## config.mk

```make
export PLATFORM = sky130hd
export DESIGN_NAME = bitmap_block_allocator
export DESIGN_NICKNAME = d
export VERILOG_FILES = /design/src/hw/rtl/bba_pkg.sv /design/src/hw/rtl/bba_ram.sv /design/src/hw/rtl/bitmap_block_allocator.sv
export VERILOG_INCLUDE_DIRS = /design/src /design/src/hw/rtl
export SDC_FILE = /design/constraint.sdc
export NUM_CORES = 2
export LEC_CHECK = 0
export ABC_CLOCK_PERIOD_IN_PS = 17100
export CAP_MARGIN = 5
export CORE_MARGIN = 2
export CORE_UTILIZATION = 60
export DETAILED_ROUTE_END_ITERATION = 10
export DONT_BUFFER_PORTS = 1
export PLACE_DENSITY = 0.75
export SYNTH_ARGS = -nofsm -noshare
export SYNTH_HDL_FRONTEND = slang
export SYNTH_HIERARCHICAL = 1
export SYNTH_SLANG_ARGS = --single-unit
```

## constraint.sdc

```tcl
create_clock -name clk -period 17.1 [get_ports clk]
set_input_delay 0.855 -clock clk [delete_from_list [all_inputs] [get_ports clk]]
set_output_delay 0.855 -clock clk [all_outputs]
set_load 0.005 [all_outputs]
```

## src/hw/rtl/bitmap_block_allocator_assert.svh

```systemverilog
// ----------------------------------------------------------------------------
// Assertion macros for the bitmap block allocator
// Shared forms for concurrent checks, clocked on clk and disabled in reset.
// ----------------------------------------------------------------------------
`ifndef BITMAP_BLOCK_ALLOCATOR_ASSERT_SVH
`define BITMAP_BLOCK_ALLOCATOR_ASSERT_SVH

// Consequent must hold in the same cycle as the antecedent.
`define BBA_ASSERT_NOW(lbl, ante, cons) \
    lbl: assert property (@(posedge clk) disable iff (!rst_n) (ante) |-> (cons)) \
        else $error("bitmap_block_allocator: same-cycle check failed");

// Consequent must hold in the cycle after the antecedent.
`define BBA_ASSERT_NEXT(lbl, ante, cons) \
    lbl: assert property (@(posedge clk) disable iff (!rst_n) (ante) |=> (cons)) \
        else $error("bitmap_block_allocator: next-cycle check failed");

`endif

```

## src/hw/rtl/bba_pkg.sv

```systemverilog
// ----------------------------------------------------------------------------
// bba_pkg
// Sizes, codes and state encoding for the bitmap block allocator.
// ----------------------------------------------------------------------------
package bba_pkg;

    localparam int unsigned MAX_BLOCKS = 4096;
    localparam int unsigned WORD_BITS  = 64;
    localparam int unsigned WORD_COUNT = MAX_BLOCKS / WORD_BITS;
    localparam int unsigned ADDR_W     = $clog2(WORD_COUNT);
    localparam int unsigned BIT_W      = $clog2(WORD_BITS);
    localparam int unsigned BLK_W      = 12;
    localparam int unsigned TOTAL_W    = 13;
    localparam int unsigned LWORD_W    = TOTAL_W - BIT_W;

    typedef enum logic
    {
        CMD_ALLOC = 1'b0,
        CMD_FREE  = 1'b1
    } cmd_t;

    typedef enum logic [1:0]
    {
        ST_OK            = 2'd0,
        ST_OUT_OF_BLOCKS = 2'd1,
        ST_DOUBLE_FREE   = 2'd2,
        ST_OUT_OF_RANGE  = 2'd3
    } status_t;

    typedef enum logic [2:0]
    {
        S_IDLE,
        S_FREE_CHK,
        S_SCAN,
        S_DONE
    } state_t;

endpackage

```

## src/hw/rtl/bba_ram.sv

```systemverilog
// ----------------------------------------------------------------------------
// bba_ram
// Generic single-clock RAM: one write port, one read port, registered read.
// ----------------------------------------------------------------------------
module bba_ram #(
    parameter int unsigned WIDTH = 64,
    parameter int unsigned DEPTH = 64
) (
    input  logic                     clk,
    input  logic                     we,
    input  logic [$clog2(DEPTH)-1:0] waddr,
    input  logic [WIDTH-1:0]         wdata,
    input  logic                     re,
    input  logic [$clog2(DEPTH)-1:0] raddr,
    output logic [WIDTH-1:0]         rdata
);

    logic [WIDTH-1:0] mem [DEPTH];
    logic [WIDTH-1:0] rdata_reg;

    always_ff @(posedge clk)
    begin
        if (we)
        begin
            mem[waddr] <= wdata;
        end
        if (re)
        begin
            rdata_reg <= mem[raddr];
        end
    end

    assign rdata = rdata_reg;

endmodule

```

## src/hw/rtl/bitmap_block_allocator.sv

```systemverilog
// ----------------------------------------------------------------------------
// bitmap_block_allocator
// First-fit block allocator over a used-bit map held in one 64 x 64 RAM.
//
// Command channel (cmd_valid/cmd_ready): command 0 allocates the lowest free
// block below the configured total, command 1 frees block_number.
// Response channel (rsp_valid/rsp_ready): allocated_block and status, one
// response per command, in order.
// cfg_write_en/cfg_write_data set total_blocks; write only while idle.
// A free reads the word that holds the block, checks its bit and clears it if
// set; a block out of range goes straight to the done state. An allocate reads
// one bitmap word per cycle, until the word that holds the grant or the last
// word below the total; a zero total goes straight to the done state.
// One command is in flight at a time; the next is taken as soon as the
// previous response sits in the output register.
// Reset clears the map at once through per-word valid bits (a word not yet
// written reads as all free) and sets total_blocks to 4096.
// A stalled receiver holds the response register; a finished command then
// waits in the done state, and no further command is taken.
// ----------------------------------------------------------------------------
module bitmap_block_allocator (
    input  logic                         clk,
    input  logic                         rst_n,
    input  logic                         cfg_write_en,
    input  logic [bba_pkg::TOTAL_W-1:0]  cfg_write_data,
    input  logic                         cmd_valid,
    output logic                         cmd_ready,
    input  logic                         command,
    input  logic [bba_pkg::BLK_W-1:0]    block_number,
    output logic                         rsp_valid,
    input  logic                         rsp_ready,
    output logic [bba_pkg::BLK_W-1:0]    allocated_block,
    output logic [1:0]                   status
);

    import bba_pkg::*;

    `include "bitmap_block_allocator_assert.svh"

    // control state
    state_t                state_reg;
    state_t                state_next;
    logic [TOTAL_W-1:0]    total_reg;
    logic [WORD_COUNT-1:0] valid_row_reg;
    logic                  rsp_valid_reg;

    // datapath state
    logic [ADDR_W-1:0]     scan_idx_reg;
    logic [ADDR_W-1:0]     scan_idx_next;
    logic [BLK_W-1:0]      blk_reg;
    logic                  rd_valid_reg;
    logic [BLK_W-1:0]      res_block_reg;
    logic [BLK_W-1:0]      res_block_next;
    status_t               res_status_reg;
    status_t               res_status_next;
    logic [BLK_W-1:0]      rsp_block_reg;
    status_t               rsp_status_reg;

    // RAM ports
    logic                  ram_we;
    logic [ADDR_W-1:0]     ram_waddr;
    logic [WORD_BITS-1:0]  ram_wdata;
    logic                  ram_re;
    logic [ADDR_W-1:0]     ram_raddr;
    logic [WORD_BITS-1:0]  ram_rdata;

    // derived
    logic                  cmd_xfer;
    logic                  rsp_load;
    logic [TOTAL_W-1:0]    lim;
    logic [LWORD_W-1:0]    lim_word;
    logic [BIT_W-1:0]      lim_bit;
    logic [WORD_BITS-1:0]  occupied;
    logic [WORD_BITS-1:0]  scan_mask;
    logic [WORD_BITS-1:0]  cand;
    logic                  found;
    logic [BIT_W-1:0]      found_idx;
    logic                  last_word;
    logic                  free_out_of_range;
    logic                  free_bit;

    bba_ram #(
        .WIDTH (WORD_BITS),
        .DEPTH (WORD_COUNT)
    ) u_map (
        .clk   (clk),
        .we    (ram_we),
        .waddr (ram_waddr),
        .wdata (ram_wdata),
        .re    (ram_re),
        .raddr (ram_raddr),
        .rdata (ram_rdata)
    );

    assign cmd_ready = (state_reg == S_IDLE);
    assign cmd_xfer  = cmd_valid && cmd_ready;
    assign rsp_load  = (state_reg == S_DONE) && (!rsp_valid_reg || rsp_ready);

    // Clamp the total to the map size.
    assign lim      = (total_reg > TOTAL_W'(MAX_BLOCKS)) ? TOTAL_W'(MAX_BLOCKS) : total_reg;
    assign lim_word = lim[TOTAL_W-1:BIT_W];
    assign lim_bit  = lim[BIT_W-1:0];

    assign free_out_of_range = ({1'b0, block_number} >= lim);

    // A word never written since reset reads as all free.
    assign occupied = rd_valid_reg ? ram_rdata : '0;

    // Keep only bits below the limit in the word under scan.
    always_comb
    begin
        if (LWORD_W'(scan_idx_reg) < lim_word)
        begin
            scan_mask = '1;
        end
        else
        begin
            scan_mask = (WORD_BITS'(1) << lim_bit) - WORD_BITS'(1);
        end
    end

    assign cand  = ~occupied & scan_mask;
    assign found = |cand;

    // Lowest clear bit wins.
    always_comb
    begin
        found_idx = '0;
        for (int i = WORD_BITS - 1; i >= 0; i--)
        begin
            if (cand[i])
            begin
                found_idx = BIT_W'(i);
            end
        end
    end

    assign last_word = ((LWORD_W'(scan_idx_reg) + LWORD_W'(1) == lim_word) && (lim_bit == '0))
                    || (LWORD_W'(scan_idx_reg) == lim_word);

    assign free_bit = occupied[blk_reg[BIT_W-1:0]];

    // Next state
    always_comb
    begin
        state_next = state_reg;
        case (state_reg)
            S_IDLE:
            begin
                if (cmd_xfer)
                begin
                    if (command == CMD_FREE)
                    begin
                        state_next = free_out_of_range ? S_DONE : S_FREE_CHK;
                    end
                    else
                    begin
                        state_next = (lim == '0) ? S_DONE : S_SCAN;
                    end
                end
            end
            S_FREE_CHK:
            begin
                state_next = S_DONE;
            end
            S_SCAN:
            begin
                if (found || last_word)
                begin
                    state_next = S_DONE;
                end
            end
            S_DONE:
            begin
                if (rsp_load)
                begin
                    state_next = S_IDLE;
                end
            end
            default:
            begin
                state_next = S_IDLE;
            end
        endcase
    end

    // Outputs: RAM accesses and result capture
    always_comb
    begin
        ram_we          = 1'b0;
        ram_waddr       = scan_idx_reg;
        ram_wdata       = '0;
        ram_re          = 1'b0;
        ram_raddr       = '0;
        scan_idx_next   = scan_idx_reg;
        res_block_next  = res_block_reg;
        res_status_next = res_status_reg;
        case (state_reg)
            S_IDLE:
            begin
                if (cmd_xfer)
                begin
                    ram_re         = 1'b1;
                    scan_idx_next  = '0;
                    res_block_next = '0;
                    if (command == CMD_FREE)
                    begin
                        ram_raddr       = block_number[BLK_W-1:BIT_W];
                        res_status_next = ST_OUT_OF_RANGE;
                    end
                    else
                    begin
                        ram_raddr       = '0;
                        res_status_next = ST_OUT_OF_BLOCKS;
                    end
                end
            end
            S_FREE_CHK:
            begin
                ram_waddr = blk_reg[BLK_W-1:BIT_W];
                if (free_bit)
                begin
                    ram_we          = 1'b1;
                    ram_wdata       = occupied & ~(WORD_BITS'(1) << blk_reg[BIT_W-1:0]);
                    res_status_next = ST_OK;
                end
                else
                begin
                    res_status_next = ST_DOUBLE_FREE;
                end
            end
            S_SCAN:
            begin
                // Read the following word ahead while this one is checked.
                ram_re        = 1'b1;
                ram_raddr     = scan_idx_reg + ADDR_W'(1);
                scan_idx_next = scan_idx_reg + ADDR_W'(1);
                if (found)
                begin
                    ram_we          = 1'b1;
                    ram_wdata       = occupied | (WORD_BITS'(1) << found_idx);
                    res_block_next  = {scan_idx_reg, found_idx};
                    res_status_next = ST_OK;
                end
                else if (last_word)
                begin
                    res_status_next = ST_OUT_OF_BLOCKS;
                end
            end
            S_DONE:
            begin
            end
            default:
            begin
            end
        endcase
    end

    // Control registers
    always_ff @(posedge clk or negedge rst_n)
    begin
        if (!rst_n)
        begin
            state_reg     <= S_IDLE;
            total_reg     <= TOTAL_W'(MAX_BLOCKS);
            valid_row_reg <= '0;
            rsp_valid_reg <= 1'b0;
        end
        else
        begin
            state_reg <= state_next;
            if (cfg_write_en)
            begin
                total_reg <= cfg_write_data;
            end
            if (ram_we)
            begin
                valid_row_reg[ram_waddr] <= 1'b1;
            end
            if (rsp_load)
            begin
                rsp_valid_reg <= 1'b1;
            end
            else if (rsp_ready)
            begin
                rsp_valid_reg <= 1'b0;
            end
        end
    end

    // Datapath registers
    always_ff @(posedge clk)
    begin
        scan_idx_reg   <= scan_idx_next;
        res_block_reg  <= res_block_next;
        res_status_reg <= res_status_next;
        if (cmd_xfer)
        begin
            blk_reg <= block_number;
        end
        if (ram_re)
        begin
            rd_valid_reg <= valid_row_reg[ram_raddr];
        end
        if (rsp_load)
        begin
            rsp_block_reg  <= res_block_reg;
            rsp_status_reg <= res_status_reg;
        end
    end

    assign rsp_valid       = rsp_valid_reg;
    assign allocated_block = rsp_block_reg;
    assign status          = rsp_status_reg;

    // Checks
    `BBA_ASSERT_NEXT(a_busy_after_xfer, cmd_xfer, state_reg != S_IDLE)
    `BBA_ASSERT_NOW(a_write_state, ram_we, (state_reg == S_FREE_CHK) || (state_reg == S_SCAN))
    `BBA_ASSERT_NOW(a_fail_no_block, rsp_valid_reg && (rsp_status_reg != ST_OK), rsp_block_reg == '0)

endmodule
```

# Word level (Yosys, flattened, before mapping)
# Memory sizes are Yosys's and may differ from the RTL's. A register that Yosys moved wholly into a read port is not among the register bits.
# Cells that the tools add are included.
# W data, S select, Z words.
dict set report totals {
  elab_cells 167
  out_inout_bits 16
  mem_bits_rw 4096
  ff_bits 128
  memories 1
  inputBits 31
}
dict set report op_classes {
  add_sub_neg 3
  magnitude_cmp 7
  n_mux 107
  bitwise_logic 6
  n_eq_ne 10
  n_shift 3
  n_reduce_logical 19
}
# memory depth word_bits rd rd_clocked_by_memory_dff wr line_no
set mem_list {}
lappend mem_list {u_map.mem 64 64 1 1 1 bba_ram.sv:18} ;# logic [WIDTH-1:0] mem [DEPTH];
# op n
set ops {}
lappend ops {{$mux W6} 68}
lappend ops {{$mux W64} 4}
lappend ops {{$shl A1 B6 Y64 const A} 3}
lappend ops {{$and A64 B64 Y64} 2}
lappend ops {{$not A64 Y64} 2}
lappend ops {{$or A64 B64 Y64} 2}
lappend ops {{$pmux W64 S2} 1}
lappend ops {{$reduce_or A64 Y1} 1}
lappend ops {{$sub A64 B2 Y64 const B} 1}
lappend ops {{$mux W12} 2}
lappend ops {{$pmux W12 S2} 1}
lappend ops {{$pmux W6 S2} 2}
lappend ops {{$lt A6 B7 Y1 const B} 3}
lappend ops {{$mux W2} 7}
lappend ops {{$ge A12 B13 Y1} 1}
lappend ops {{$gt A13 B13 Y1 const B} 1}
lappend ops {{$logic_not A13 Y1} 1}
lappend ops {{$mux W13} 1}
lappend ops {{$bmux W1 S6} 2}
lappend ops {{$pmux W3 S4} 1}
lappend ops {{$mux W1} 11}
lappend ops {{$mux W3} 3}
lappend ops {{$reduce_and A3 Y1} 3}
lappend ops {{$add A6 B1 Y7 const B} 1}
lappend ops {{other kinds (21)} 31}

# Logic depth before layout (Yosys ltp)
dict set report depth {
  ltp_word 74
  ltp_mapped 27
}

# Hierarchy
# Netlist, hierarchy kept.
# module area_each_um2 n_inst seq_area_each_um2 cells_per_inst
set modules_own_cells {}
lappend modules_own_cells {bba_ram 156989.3 1 124919.8 6598}
lappend modules_own_cells {bitmap_block_allocator 12102.9 1 3414.5 1465}

# Worst setup path before layout
# No wires, ideal clock.
dict set report synth_path {
  kind {register to register}
  start {register total_reg[12]}
  end {memory u_map.mem[48][0] (enable)}
  arrival_ns 8.734
  path_buffers 6
  setup_time_ns 0.564
  stages_incl_launch_ff 23
  required_ns 16.536
  slack_ns 7.802
  path_cell_list {dfstp_2 -> buf_6 -> buf_6 -> inv_1 -> clkbuf_1 -> nand2_1 -> ha_1 -> a211oi_1 -> or3_1 -> clkbuf_1 -> a21oi_1 -> a221oi_2 -> nor4b_1 -> and4bb_1 -> and3_1 -> buf_2 -> a41o_1 -> buf_2 -> inv_2 -> o21ai_4 -> inv_1 -> nand4b_1 -> nor3_1}
}
dict set report synth_via {
  elab_chain_cells 11
  word_cells_on_any_way 12
  classes_between {1 x add/sub; 2 x order compare; 1 x shift; 6 x mux; 1 x bitwise; 1 x reduce/logical}
}
# element line_no
set synth_rtl {}
lappend synth_rtl {{start: declaration} bitmap_block_allocator.sv:43} ;# logic [TOTAL_W-1:0] total_reg;
lappend synth_rtl {{start signal: assignment} bitmap_block_allocator.sv:265} ;# total_reg <= TOTAL_W'(MAX_BLOCKS);
lappend synth_rtl {{start signal: assignment} bitmap_block_allocator.sv:274} ;# total_reg <= cfg_write_data;
lappend synth_rtl {{$gt A13 B13 Y1} bitmap_block_allocator.sv:100} ;# assign lim = (total_reg > TOTAL_W'(MAX_BLOCKS)) ? TOTAL_W'(MAX_BLOCKS) : total_reg;
lappend synth_rtl {{$mux W13 *} bitmap_block_allocator.sv:100}
lappend synth_rtl {{$shl A1 B6 Y64} bitmap_block_allocator.sv:118} ;# scan_mask = (WORD_BITS'(1) << lim_bit) - WORD_BITS'(1);
lappend synth_rtl {{$sub A64 B2 Y64} bitmap_block_allocator.sv:118}
lappend synth_rtl {{$mux W64 *} bitmap_block_allocator.sv:112} ;# if (LWORD_W'(scan_idx_reg) < lim_word)
lappend synth_rtl {{$and A64 B64 Y64 *} bitmap_block_allocator.sv:122} ;# assign cand = ~occupied & scan_mask;
lappend synth_rtl {{$reduce_or A64 Y1 *} bitmap_block_allocator.sv:123} ;# assign found = |cand;
lappend synth_rtl {{$mux W1 *} bitmap_block_allocator.sv:238} ;# if (found)
lappend synth_rtl {{$pmux W1 S2 *} bitmap_block_allocator.sv:198} ;# case (state_reg)
lappend synth_rtl {{named net ram_we} bitmap_block_allocator.sv:60} ;# logic ram_we;
lappend synth_rtl {{$mux W1 *} bba_ram.sv:23} ;# if (we)
lappend synth_rtl {{$mux W1 (not written as such) *} bba_ram.sv:25} ;# mem[waddr] <= wdata;
lappend synth_rtl {{end: declaration} bba_ram.sv:18}
# The timed path passes the listed nets; every way through them passes the cells marked *.

# Worst setup path after layout
dict set report layout_path {
  start {register total_reg[4]}
  end {memory u_map.mem[56][54] (enable)}
}
# Same word-level chain as after synthesis.

==> run_results.csv <==
group,metric,value,unit
pwr,powerDensity,168,mW/mm2
synth,ys_seq_elements,4287,
final_layout,area_delta_synth_final,11.6,%
pwr,pwr-share-comb,0.306,
timing,fmax,115,MHz
clock_tree,clockBufferDepth,4,
setup_path,cp.required,17660,ps
setup_path,arrival,9240,ps
grt,track_usage,0.329,
run_status,status,"complete, no violations",
drt,ant_nets,0,
timing,setup_violations,0,
drt,firstDrtPassIters,8,
drt,remaining_drc_errors,0,
final_layout,final_cell_mix,"edfxtp_1 (4207), mux4_2 (1047), clkbuf_16 (418)",
pwr,p_sw,10.5,mW
drt,vias,88400,
min_path,hold_path_class,"in -> reg",
timing,relSlewSlack,0.0685,
die,placementRows,194,
grt,grt_pass1_wl,663000,um
final_layout,final_common_cell,"edfxtp_1",
setup_path,critPathMaxFanout,45,
timing,slew_viol_final,0,
pwr,switching_share,0.332,
synth,synth_top_area_frac,0.747,
clock_tree,cts_max_level,5,
die,pin_count,47,
placement,pre_cts_ws,8590,ps
setup_path,crit_chain,"nor4_1, a21oi_1, ha_1, inv_1, a21oi_4, mux2i_1, o21bai_1, a221oi_1, nor4bb_1, nor3b_2, a41o_1, inv_2, o21ai_4, inv_1, nor2b_1, nand2_1, nor2_4, buf_4",
timing,fin_skew,92.7,ps
setup_path,worstReg2RegStart,"total_reg[4]",
setup_path,critPathCaptureType,"flip-flop",
synth,synth_ff_type,"edfxtp_1",
synth,yosysWarnings,6,
setup_path,r2r_slack,8420,ps
pwr,p_leak,58.4,nW
clock_tree,hold_buffers,15,
synth,netlist_area,0.169,mm2
clock_tree,cts_resized,0,
clock_tree,cts_tree,"yes",
final_layout,largest_reg_flops,4096,
timing,layout_setup_ws,8420,ps
setup_path,crit_path_frequent_cell,"inv_1",
placement,portBuffers,0,
synth,syn-mean-instance-area,21.0,um2
synth,ys_types,114,
timing,hold_viol,0,
timing,post-route-period-util,0.507,
synth,async_reset_ff_frac,0.0187,
setup_path,startpoint_type,"flip-flop",
grt,antenna_found_initial,24,
clock_tree,cts_buffers,415,
drt,drt_first_iter_violations,14000,
grt,grt_pass1_vias,87700,
grt,use_met1,0.459,
timing,period_minus_slack,8680,ps
synth,postSynthCellCount,8063,
pwr,peakVddDrop,0.255,mV
clock_tree,path_clk_slew,60,ps
grt,grtUsageMet2,0.511,
drt,wl_per_cell,37.9,um
pwr,internal_power,21.2,mW
die,dieArea,0.286,mm2
grt,grt_overflow_total,0,
die,fp.dieW,535,um
timing,worstMarginPinSlew,1380,ps
placement,dp_hpwl,264000,um
setup_path,slowest_delay,1020,ps
grt,met3_usage,0.0714,
grt,top_usage_layer,"met2",
synth,synth_edf_count,4207,
setup_path,timing.rr.end,"u_map/mem[56][54]",
drt,viasPerCell,7.16,
setup_path,ff2ff_path_depth,18,
clock_tree,clkSinkCount,4287,
final_layout,drive_gt1_frac,0.249,
grt,grt_max_degree,114,
setup_path,cp_top_family,"simple AND/OR/NAND/NOR gates",
die,coreArea,0.280,mm2
drt,wirelength,469000,um
min_path,holdPathStages,2,
synth,syn-num-nets,8119,
min_path,hp-start,"cfg_write_data[12]",
clock_tree,clk_latency,1000,ps
setup_path,crit_slowest_cell,"nor2_4",
die,fp.dieH,535,um
timing,tns,0,ps
clock_tree,cts_root_buf,"clkbuf_16",
final_layout,nNetsFinal,8335,
setup_path,critical_path_buf_inv_count,4,
timing,rsz0062_at_grt,"no",
pwr,clkPwrFrac,0.287,
synth,ys_seq_area_frac,0.759,
setup_path,critical_path_class,"reg -> reg",
pwr,seqPwrFrac,0.407,
min_path,hold_end,"total_reg[12]",
placement,gp_congestion,0.983,
synth,yosys-top-cells-area,"edfxtp_1 (75%), mux4_2 (14%), dfrtp_1 (1.2%), mux2i_1 (0.95%), a22oi_1 (0.76%)",
clock_tree,post_cts_buffers,0,
synth,synth_area_leader_cell,"edfxtp_1",
die,initial_core_util,0.604,
flow_run,drv_cap,0,
-- cells in the mapped netlist (all sizes together) (16+ instances only) --
master and n:
o21ai 108, a21oi 115, o211ai 25, mux4 1047, dfrtp 79, nor3 46
o21a 16, a211oi 100, and2 43, nand4 20, nand2b 31, mux2i 160
clkbuf 189, nor2 195, buf 280, nor2b 51, ha 25, or2 38
o221ai 44, a31oi 33, a22oi 172, a41oi 28, a2bb2oi 20, nand3 96
and3 78, o22ai 116, inv 49, edfxtp 4207, a21o 77, a22o 92
nand2 238, o21bai 16, or3 40
-- power groups by stage --
stage	sequential, mW	clock [mW]	combinational (mW)
3_3_place_gp	13.1	0	9.35
6_report	12.9	9.10	9.69
3_5_place_dp	13.1	0	9.46
2_1_floorplan	13.0	0	5.97
5_1_grt	12.9	9.54	10.0
4_1_cts	12.9	9.17	9.58
-- per-layer routing --
layer | vias to the layer above | wire [um]
met1 | 46400 | 166000
met2 | 6451 | 222000
met5 | - | 228
met4 | 12 | 23200
li1 | 34500 | -
met3 | 1051 | 56800
-- cell type report --
type                    count  area, um2
inverters                  51        206
flip-flops and latches   4287     128000
multi-input cells        3256      39700
well taps                3724       4660
fillers                 16700      91200
clock buffers             489      10700
repair buffers            268       2220
clock inverters           263       2780
diodes                      9       22.5
-- worst max-delay path by stage --
stage,startpoint,endpoint,slack [ps],cells past startpoint
floorplan,total_reg[12],u_map/mem[48][0],7800,22
global placement,total_reg[4],u_map/mem[63][17],8730,21
detailed placement,total_reg[4],u_map/mem[63][61],8590,20
CTS,total_reg[4],u_map/mem[63][24],8550,20
global route,total_reg[4],u_map/mem[38][47],8060,21
finish,total_reg[4],u_map/mem[56][54],8420,18
-- logic make-up (layout without fill, tap and decap cells) --
logic type,after synthesis,after routing,share of synthesized area
adder cells (fa/ha/maj),25,25,0.00185
XOR/XNOR,20,20,0.00104
buffers and inverters,520,1071,0.0145
AO/OA/AOI/OAI,1061,1061,0.0455
other,0,9,0
AND/OR/NAND/NOR,931,931,0.0284
flip-flops,4287,4287,0.759
multiplexers,1219,1219,0.150
-- per-stage QoR --
| stage | hold slack, ps | cells | total power, mW | util | instance area (um2) |
|---|---|---|---|---|---|
| after global placement | 401 | 11600 | 22.4 | 0.625 | 175000 |
| after detailed placement | 409 | 11600 | 22.6 | 0.625 | 175000 |
| after floorplan | 400 | 8063 | 19.0 | - | 169000 |
| after global routing | 61.1 | 12300 | 32.5 | 0.674 | 189000 |
| final | 40.7 | 12300 | 31.7 | 0.674 | 189000 |
| after CTS | 0.593 | 12300 | 31.7 | 0.674 | 189000 |
Note: power is estimated with default switching activity, not from simulation.
